`src/rnd_pkg.sv`:
```
package rnd_pkg;

  localparam int DefaultWidth = 16;
  localparam int CntW = 5;

  typedef enum logic {
    METHOD_RESTORING    = 1'b0,
    METHOD_NONRESTORING = 1'b1
  } method_e;

  // per-item control that travels down the row next to the data
  typedef struct packed {
    method_e             method;
    logic                ovf;
    logic [CntW-1:0]     na;
    logic [CntW-1:0]     ns;
  } rnd_ctl_t;

endpackage

```
`src/rnd_cell.sv`:
```
module rnd_cell
  import rnd_pkg::*;
#(
  parameter int WIDTH = DefaultWidth
) (
  input  logic             clk_i,
  input  logic             rst_ni,
  input  logic             valid_i,
  output logic             ready_o,
  input  rnd_ctl_t         ctl_i,
  input  logic [WIDTH+1:0] p_i,
  input  logic [WIDTH-1:0] q_i,
  input  logic [WIDTH-1:0] b_i,
  output logic             valid_o,
  input  logic             ready_i,
  output rnd_ctl_t         ctl_o,
  output logic [WIDTH+1:0] p_o,
  output logic [WIDTH-1:0] q_o,
  output logic [WIDTH-1:0] b_o
);

  logic             valid_q;
  rnd_ctl_t         ctl_q, ctl_d;
  logic [WIDTH+1:0] p_q, p_d;
  logic [WIDTH-1:0] q_q, q_d;
  logic [WIDTH-1:0] b_q;
  logic [WIDTH+1:0] sh, bx, diff, sum;

  // partial remainder shifted left, next dividend bit brought in
  assign sh   = {p_i[WIDTH:0], q_i[WIDTH-1]};
  assign bx   = {2'b00, b_i};
  assign diff = sh - bx;
  assign sum  = sh + bx;

  always_comb begin
    ctl_d = ctl_i;
    p_d   = p_i;
    q_d   = q_i;
    if (!ctl_i.ovf) begin
      q_d = {q_i[WIDTH-2:0], 1'b0};
      if (ctl_i.method == METHOD_RESTORING) begin
        ctl_d.ns = ctl_i.ns + CntW'(1);
        if (diff[WIDTH+1]) begin
          // negative trial difference: keep the shifted value, count a restore
          p_d      = sh;
          ctl_d.na = ctl_i.na + CntW'(1);
        end else begin
          p_d    = diff;
          q_d[0] = 1'b1;
        end
      end else begin
        if (!p_i[WIDTH+1]) begin
          p_d      = diff;
          ctl_d.ns = ctl_i.ns + CntW'(1);
        end else begin
          p_d      = sum;
          ctl_d.na = ctl_i.na + CntW'(1);
        end
        q_d[0] = ~p_d[WIDTH+1];
      end
    end
  end

  assign ready_o = !valid_q || ready_i;

  always_ff @(posedge clk_i or negedge rst_ni) begin
    if (!rst_ni) begin
      valid_q <= 1'b0;
    end else if (ready_o) begin
      valid_q <= valid_i;
    end
  end

  always_ff @(posedge clk_i) begin
    if (ready_o && valid_i) begin
      ctl_q <= ctl_d;
      p_q   <= p_d;
      q_q   <= q_d;
      b_q   <= b_i;
    end
  end

  assign valid_o = valid_q;
  assign ctl_o   = ctl_q;
  assign p_o     = p_q;
  assign q_o     = q_q;
  assign b_o     = b_q;

endmodule

```
`src/rnd_out.sv`:
```
module rnd_out
  import rnd_pkg::*;
#(
  parameter int WIDTH = DefaultWidth
) (
  input  logic             clk_i,
  input  logic             rst_ni,
  input  logic             valid_i,
  output logic             ready_o,
  input  rnd_ctl_t         ctl_i,
  input  logic [WIDTH+1:0] p_i,
  input  logic [WIDTH-1:0] q_i,
  input  logic [WIDTH-1:0] b_i,
  output logic             out_valid_o,
  input  logic             out_ready_i,
  output logic [WIDTH-1:0] quotient_o,
  output logic [WIDTH-1:0] remainder_o,
  output logic             overflow_o,
  output logic [CntW-1:0]  add_count_o,
  output logic [CntW-1:0]  sub_count_o,
  output logic [CntW-1:0]  iteration_count_o
);

  logic             valid_q;
  logic [WIDTH-1:0] quo_d, quo_q, rem_d, rem_q;
  logic [CntW-1:0]  na_d, na_q, ns_d, ns_q, it_d, it_q;
  logic             ovf_q;
  logic [WIDTH+1:0] fixed;

  assign fixed = p_i + {2'b00, b_i};

  always_comb begin
    quo_d = q_i;
    rem_d = p_i[WIDTH-1:0];
    na_d  = ctl_i.na;
    ns_d  = ctl_i.ns;
    it_d  = CntW'(WIDTH);
    // non-restoring ends on a negative remainder: add the divisor back once
    if (ctl_i.method == METHOD_NONRESTORING && p_i[WIDTH+1]) begin
      rem_d = fixed[WIDTH-1:0];
      na_d  = ctl_i.na + CntW'(1);
    end
    if (ctl_i.ovf) begin
      quo_d = '0;
      rem_d = '0;
      na_d  = '0;
      ns_d  = '0;
      it_d  = '0;
    end
  end

  assign ready_o = !valid_q || out_ready_i;

  always_ff @(posedge clk_i or negedge rst_ni) begin
    if (!rst_ni) begin
      valid_q <= 1'b0;
    end else if (ready_o) begin
      valid_q <= valid_i;
    end
  end

  always_ff @(posedge clk_i) begin
    if (ready_o && valid_i) begin
      quo_q <= quo_d;
      rem_q <= rem_d;
      ovf_q <= ctl_i.ovf;
      na_q  <= na_d;
      ns_q  <= ns_d;
      it_q  <= it_d;
    end
  end

  assign out_valid_o       = valid_q;
  assign quotient_o        = quo_q;
  assign remainder_o       = rem_q;
  assign overflow_o        = ovf_q;
  assign add_count_o       = na_q;
  assign sub_count_o       = ns_q;
  assign iteration_count_o = it_q;

endmodule

```
`src/restoring_nonrestoring_divider.sv`:
```
// an accepted input reaches result valid through WIDTH + 1 register stages
// throughput: one item per cycle unless the output stalls, set by the row of WIDTH cells that each
// perform one shift-and-add/subtract iteration and register it
// every stage stalls only when its own register is full and not drained
// reset clears all stage valid bits and selects restoring division
module restoring_nonrestoring_divider
  import rnd_pkg::*;
#(
  parameter int WIDTH = DefaultWidth
) (
  input  logic               clk_i,
  input  logic               rst_ni,
  input  logic               cfg_valid_i,
  output logic               cfg_ready_o,
  input  logic               cfg_method_select_i,
  input  logic               in_valid_i,
  output logic               in_ready_o,
  input  logic [2*WIDTH-1:0] dividend_i,
  input  logic [WIDTH-1:0]   divisor_i,
  output logic               out_valid_o,
  input  logic               out_ready_i,
  output logic [WIDTH-1:0]   quotient_o,
  output logic [WIDTH-1:0]   remainder_o,
  output logic               overflow_o,
  output logic [CntW-1:0]    add_count_o,
  output logic [CntW-1:0]    sub_count_o,
  output logic [CntW-1:0]    iteration_count_o
);

  method_e          method_q;
  logic             st_valid [WIDTH+1];
  logic             st_ready [WIDTH+1];
  rnd_ctl_t         st_ctl   [WIDTH+1];
  logic [WIDTH+1:0] st_p     [WIDTH+1];
  logic [WIDTH-1:0] st_q     [WIDTH+1];
  logic [WIDTH-1:0] st_b     [WIDTH+1];
  logic [WIDTH-1:0] hi;

  assign cfg_ready_o = 1'b1;

  always_ff @(posedge clk_i or negedge rst_ni) begin
    if (!rst_ni) begin
      method_q <= METHOD_RESTORING;
    end else if (cfg_valid_i && cfg_ready_o) begin
      method_q <= method_e'(cfg_method_select_i);
    end
  end

  // entry: split dividend and flag overflow, which includes a zero divisor
  assign hi              = dividend_i[2*WIDTH-1:WIDTH];
  assign st_valid[0]     = in_valid_i;
  assign st_ctl[0].method = method_q;
  assign st_ctl[0].ovf   = (hi >= divisor_i);
  assign st_ctl[0].na    = '0;
  assign st_ctl[0].ns    = '0;
  assign st_p[0]         = {2'b00, hi};
  assign st_q[0]         = dividend_i[WIDTH-1:0];
  assign st_b[0]         = divisor_i;
  assign in_ready_o      = st_ready[0];

  for (genvar k = 0; k < WIDTH; k++) begin : g_cell
    rnd_cell #(
      .WIDTH(WIDTH)
    ) u_cell (
      .clk_i  (clk_i),
      .rst_ni (rst_ni),
      .valid_i(st_valid[k]),
      .ready_o(st_ready[k]),
      .ctl_i  (st_ctl[k]),
      .p_i    (st_p[k]),
      .q_i    (st_q[k]),
      .b_i    (st_b[k]),
      .valid_o(st_valid[k+1]),
      .ready_i(st_ready[k+1]),
      .ctl_o  (st_ctl[k+1]),
      .p_o    (st_p[k+1]),
      .q_o    (st_q[k+1]),
      .b_o    (st_b[k+1])
    );
  end

  rnd_out #(
    .WIDTH(WIDTH)
  ) u_out (
    .clk_i            (clk_i),
    .rst_ni           (rst_ni),
    .valid_i          (st_valid[WIDTH]),
    .ready_o          (st_ready[WIDTH]),
    .ctl_i            (st_ctl[WIDTH]),
    .p_i              (st_p[WIDTH]),
    .q_i              (st_q[WIDTH]),
    .b_i              (st_b[WIDTH]),
    .out_valid_o      (out_valid_o),
    .out_ready_i      (out_ready_i),
    .quotient_o       (quotient_o),
    .remainder_o      (remainder_o),
    .overflow_o       (overflow_o),
    .add_count_o      (add_count_o),
    .sub_count_o      (sub_count_o),
    .iteration_count_o(iteration_count_o)
  );

  // restoring: one subtract per iteration; non-restoring: one add or subtract
  // per iteration plus at most one correction
  assert property (@(posedge clk_i) disable iff (!rst_ni)
    out_valid_o && !overflow_o |->
      (sub_count_o == CntW'(WIDTH)) ||
      (({1'b0, add_count_o} + {1'b0, sub_count_o}) == (CntW+1)'(WIDTH)) ||
      (({1'b0, add_count_o} + {1'b0, sub_count_o}) == (CntW+1)'(WIDTH + 1)))
    else $error("add and subtract counts do not match iteration count");

  assert property (@(posedge clk_i) disable iff (!rst_ni)
    out_valid_o && overflow_o |->
      quotient_o == '0 && remainder_o == '0 && iteration_count_o == '0)
    else $error("overflow result not cleared");

  // an item in the last cell must stay put while the output stage is full
  assert property (@(posedge clk_i) disable iff (!rst_ni)
    st_valid[WIDTH] && !st_ready[WIDTH] |=> st_valid[WIDTH] && $stable(st_q[WIDTH]))
    else $error("item lost at the end of the cell row");

endmodule

```
`config.mk`:
```
export PLATFORM = sky130hd
export DESIGN_NAME = restoring_nonrestoring_divider
export DESIGN_NICKNAME = d
export VERILOG_FILES = /design/src/rnd_pkg.sv /design/src/rnd_cell.sv /design/src/rnd_out.sv /design/src/restoring_nonrestoring_divider.sv
export SDC_FILE = /design/constraint.sdc
export NUM_CORES = 2
export LEC_CHECK = 0
export ABC_CLOCK_PERIOD_IN_PS = 8200
export BUFFER_PORTS_ARGS = -buffer_cell sky130_fd_sc_hd__buf_2
export CORE_UTILIZATION = 46
export DETAILED_ROUTE_END_ITERATION = 10
export GPL_TIMING_DRIVEN = 0
export PLACE_DENSITY = 0.6
export SLEW_MARGIN = 20
export SYNTH_ARGS = -nofsm -noshare
export SYNTH_HDL_FRONTEND = slang
export SYNTH_SLANG_ARGS = --single-unit
export TNS_END_PERCENT = 1
```
`constraint.sdc`:
```
create_clock -name clk_i -period 8.2 [get_ports clk_i]
set_clock_uncertainty 0.05 [all_clocks]
set_input_delay 1.23 -clock clk_i [delete_from_list [all_inputs] [get_ports clk_i]]
set_output_delay 1.23 -clock clk_i [all_outputs]
set_load 0.1 [all_outputs]
```
Word-level counts from Yosys, hierarchy flattened
Cells that the tools add are included.

Flip-flop bits (word level): 1058. Input port bits: 54. Output and inout port bits: 51. Word-level logic and storage cells: 492.

$add $sub $neg: 63. $lt $le $gt $ge: 1. Multiplexer cells: 222. Bitwise operators: 16. Reduce and logical (&&, ||, !) cells: 53.

Operators with widths (number): two-way mux 18 bit (93); two-way mux 10 bit (30); two-way mux 16 bit (18); adder 18 x 16 -> 18 bit (15); subtractor 18 x 16 -> 18 bit (15); two-way mux 5 bit (47); adder 5 x 1 -> 5 bit, second input constant (31); two-way mux 1 bit (33); logical AND 1 bit (18); subtractor 17 x 16 -> 18 bit (1); zero test 1 bit (17); logical OR 1 bit (17); two-way mux 17 bit (1); adder 16 bit (1); greater-or-equal comparator 16 bit (1); NOT 1 bit (16); OR reduction 2 bit (1).

Depth between registers and ports, before layout
Depth in word-level cells: 19. Gate-level depth with buffers: 21. Depth with buffers taken out: 19.

Cells and area by module
Synthesis repeated with hierarchy kept, for this count alone.

Cells, all modules: 7576. Area, all modules: 75930.3 um^2.

Modules (own cells, without submodules): rnd_cell at g_cell[0].u_cell ... (instances 8, cells each 432, area each 4372.9 um^2, sequential area each 1886.8 um^2); rnd_cell at g_cell[3].u_cell ... (instances 5, cells each 489, area each 4824.6 um^2, sequential area each 1886.8 um^2); rnd_cell at g_cell[5].u_cell ... (instances 2, cells each 456, area each 4536.9 um^2, sequential area each 1886.8 um^2); rnd_cell at g_cell[11].u_cell (instances 1, cells each 446, area each 4544.4 um^2, sequential area each 1886.8 um^2); rnd_out (instances 1, cells each 257, area each 2752.6 um^2, sequential area each 1346.3 um^2); restoring_nonrestoring_divider (instances 1, cells each 60, area each 452.9 um^2, sequential area each 25.0 um^2).

Worst setup path after synthesis
OpenSTA, ideal clock, no wires.

Path kind: input to register. Start point: input port out_ready_i. End point: register g_cell[4].u_cell.b_q[0], enable pin. Library setup time: 502 ps. Arrival: 4873 ps. Data required time: 7648 ps. Slack: 2775 ps. Cell stages on the path: 6. Cell sequence: nand4b_1 > inv_1 > and3_1 > nand2_1 > nor3_1 > a21oi_1.

Longest elaborated chain between the ends: 14.

RTL lines: start, declared (RTL line restoring_nonrestoring_divider.sv:21) `input logic out_ready_i,`; logical OR 1 bit (RTL line rnd_out.sv:52) `assign ready_o = !valid_q || out_ready_i;`; logical OR 1 bit (12 in a row) (RTL line rnd_cell.sv:64) `assign ready_o = !valid_q || ready_i;`; logical AND 1 bit (RTL line rnd_cell.sv:75) `if (ready_o && valid_i) begin`; end signal, assigned (RTL line rnd_cell.sv:79) `b_q <= b_i;`; end, declared (RTL line rnd_cell.sv:26) `logic [WIDTH-1:0] b_q;`.

No other way between the ends. A chain may end at the register's enable or synchronous reset.

==> run_results.csv <==
group,metric,value,unit
flow_run,max_cap_violations,0,
setup_path,worst_path_max_delay_cell,"nor2_1",
setup_path,critPathMaxFanout,10,
finish,layout_commonest_cell,"edfxtp_1",
synth,ys_seq_elements,1033,
placed_design,dp_hpwl,160,mm
clock_tree,ctsHoldBuffers,0,
clock_tree,cts_root_buf,"clkbuf_16",
sta,setup-violations-final,0,
clock_tree,insertion_delay,0.78,ns
sta,fmax,0.162,GHz
status,status,"finished, final reports clean",
synth,ys.flop_type,"edfxtp_1",
clock_tree,cts_tree,"built",
hold_path,hp-class,"in -> async",
pwr,p_total,24.0,mW
sta,hold_viol_final,0,
synth,seq_area_frac_synth,0.448,
pwr,ir_drop,0.000213,V
setup_path,reg2reg_slack,2.04,ns
placed_design,gp_congestion,0.955,
finish,syn2layout_area_growth,11.0,%
finish,drive_gt1_frac,0.105,
clock_tree,numCtsBuffers,112,
clock_tree,ctsResizeCount,0,
synth,syn_avg_cell_area,10.3,um^2
sta,fin_crit_sh,0.751,
clock_tree,htreeDepth,3,
global_routing,grt.overflow.total,0,
synth,synth-edff-count,1015,
setup_path,r2r_end,"g_cell[11].u_cell.ctl_o[6]",
synth,syn_area,69100,um^2
synth,synth_cell_types,108,
detailed_routing,wl_per_cell,22.4,um
finish,finish.utilization,0.517,
pwr,p_int,14.3,mW
floorplanning,io_pins,105,
setup_path,crit_path_end_kind,"flip-flop",
detailed_routing,vias,53200,
detailed_routing,wl,202,mm
setup_path,reg2reg_depth,15,
setup_path,critPathRequiredTime,8.64,ns
sta,tns,0,ns
floorplanning,start_util,0.466,
detailed_routing,drt-pass1-iter-count,5,
detailed_routing,ant_nets,0,
setup_path,cp_num_buf_inv,2,
finish,layout.nets,7594,
floorplanning,die_w,390,um
setup_path,critPathTopFamily,"compound AO/OA/AOI/OAI gates",
placed_design,port_buffers,99,
global_routing,first_global_vias,50800,
global_routing,antenna_found_initial,3,
floorplanning,rows,141,
synth,async_flop_share,0.0174,
pwr,swShare,0.403,
setup_path,crit_chain,"inv_1 > ha_1 > nor2b_1 > o31ai_1 > a21oi_1 > a41o_1 > o41ai_1 > o21ai_0 > a211o_1 > ha_1 > nor2_1 > nor2_1 > clkbuf_1 > nor2_1 > mux2_2",
floorplanning,die_y,390,um
setup_path,cp_data_arrival_time,6.60,ns
floorplanning,coreArea,148000,um^2
setup_path,critPathMaxStageDelay,0.64,ns
detailed_routing,vias_per_cell,5.89,
setup_path,crit_type,"reg -> reg",
setup_path,startpoint_type,"flip-flop",
pwr,p_sw,9.67,mW
global_routing,grt_pass1_wl,307,mm
sta,worst_pin_slew,1.16,ns
detailed_routing,drc,0,
global_routing,grtUsageTotal,0.262,
clock_tree,clkTransAtPathRegs,0.06,ns
global_routing,grt_max_degree,60,
setup_path,crit_top_cell,"nor2_1",
pwr,cellLeakagePower,30.2,nW
clock_tree,post_cts_buffers,0,
sta,period_needed,6.16,ns
sta,finalMaxSlewViolations,0,
clock_tree,cts_sinks,1033,
pwr,p_comb_frac,0.428,
detailed_routing,drt-initial-drc-count,4941,
pwr,power_frac_seq,0.353,
floorplanning,die_area,152000,um^2
sta,grt_setup_unrepaired,"false",
pwr,clockPowerShare,0.219,
clock_tree,cts_buffer_depth,3,
setup_path,reg2reg_from,"g_cell[10].u_cell.b_o[1]",
finish,final_cell_mix,"edfxtp_1 (1,015), inv_1 (592), ha_1 (574)",
pwr,power-per-cell-area,313,nW/um^2
sta,relSlewSlack,0.225,
synth,synth_warnings,0,
synth,synthCells,6693,
[through the flow]
| step | hold slack, ns | std cells | setup slack [ns] | cell area, um^2 |
|---|---|---|---|---|
| 2_1_floorplan | 0.374 | 6696 | 2.77 | 69100 |
| 3_5_place_dp | 0.389 | 8822 | 2.15 | 72800 |
| 3_3_place_gp | 0.384 | 8797 | 0.682 | 72100 |
| 6_report | 0.391 | 9035 | 2.04 | 76700 |
| 5_1_grt | 0.400 | 9034 | 1.93 | 76700 |
| 4_1_cts | 0.339 | 9034 | 2.15 | 76700 |
[worst register-to-register path, stage by stage (launching register included)]
cell and delay (ns):
edfxtp_1 0.52, inv_1 0.14, ha_1 0.32, nor2b_1 0.14, o31ai_1 0.37, a21oi_1 0.18
a41o_1 0.30, o41ai_1 0.55, o21ai_0 0.29, a211o_1 0.35, ha_1 0.38, nor2_1 0.64
nor2_1 0.34, clkbuf_1 0.39, nor2_1 0.50, mux2_2 0.40
[layout make-up]
| class | count | area, um^2 |
|---|---|---|
| clock buffer | 132 | 2900 |
| sequential | 1033 | 30900 |
| inverter | 601 | 2260 |
| multi-input combinational | 4758 | 34800 |
| tap | 2002 | 2500 |
| buffer | 304 | 1210 |
| timing repair buffer | 124 | 1090 |
| fill | 13300 | 71700 |
| clock inverter | 80 | 1000 |
| antenna | 1 | 2.50 |
[synthesized netlist by cell type (78+ instances only)]
cell type	instances	share of area
a21o_1	84	0.0091
a21oi_1	514	0.037
a221o_1	78	0.011
a221oi_1	100	0.013
clkbuf_1	254	0.014
edfxtp_1	1015	0.44
ha_1	574	0.10
inv_1	592	0.032
mux2_2	283	0.046
nand2_1	421	0.023
nand2b_1	110	0.010
nor2_1	519	0.028
nor2b_1	117	0.011
nor3_1	145	0.011
o21ai_0	310	0.022
o221ai_1	95	0.012
xnor2_1	194	0.025
[worst max-delay path by stage]
stage                                   startpoint                    endpoint  cells after the start
after floorplan                        out_ready_i     g_cell[4].u_cell.b_o[0]                      6
after global placement                 out_ready_i     g_cell[4].u_cell.b_o[7]                      7
after detailed placement   g_cell[3].u_cell.p_o[2]   g_cell[4].u_cell.ctl_o[6]                     16
after CTS                 g_cell[10].u_cell.b_o[1]  g_cell[11].u_cell.ctl_o[6]                     15
after global routing      g_cell[10].u_cell.b_o[1]  g_cell[11].u_cell.ctl_o[6]                     15
final                     g_cell[10].u_cell.b_o[1]  g_cell[11].u_cell.ctl_o[6]                     15
[state kept, by name, indices dropped and copies added, names as in the netlist, 5 cells and up]
register               count
u_out.quotient_o          16
u_out.sub_count_o          5
g_cell.u_cell.valid_o     16
u_out.add_count_o          5
g_cell.u_cell.ctl_o      172
g_cell.u_cell.q_o        256
u_out.remainder_o         16
g_cell.u_cell.p_o        287
g_cell.u_cell.b_o        256
[power groups by stage]
| stage | clock [mW] | combinational (mW) | sequential (mW) |
|---|---|---|---|
| finish | 5.27 | 10.3 | 8.47 |
| global route | 5.60 | 11.3 | 8.59 |
| CTS | 5.41 | 10.2 | 8.47 |
| detailed placement | 0 | 10.1 | 8.57 |
| global placement | 0 | 9.90 | 8.62 |
| floorplan | 0 | 7.14 | 8.61 |
[kinds of logic after synthesis]
kind of cell,after synthesis,synth area share
other,2,0.000109
multiplexers,316,0.0510
XOR/XNOR,257,0.0326
buffers and inverters,905,0.0501
flip-flops,1033,0.448
AO/OA/AOI/OAI,1902,0.191
adder cells (fa/ha/maj),606,0.113
AND/OR/NAND/NOR,1672,0.115
[layer usage]
layer | vias to the layer above | track usage | wire, um
met1 | 25700 | 0.343 | 86800
met4 | 2 | 0.117 | 9630
met3 | 383 | 0.0310 | 11100
li1 | 25400 | - | -
met5 | - | 0 | 11
met2 | 1756 | 0.436 | 94600
Note: power is estimated with default switching activity, not from simulation.
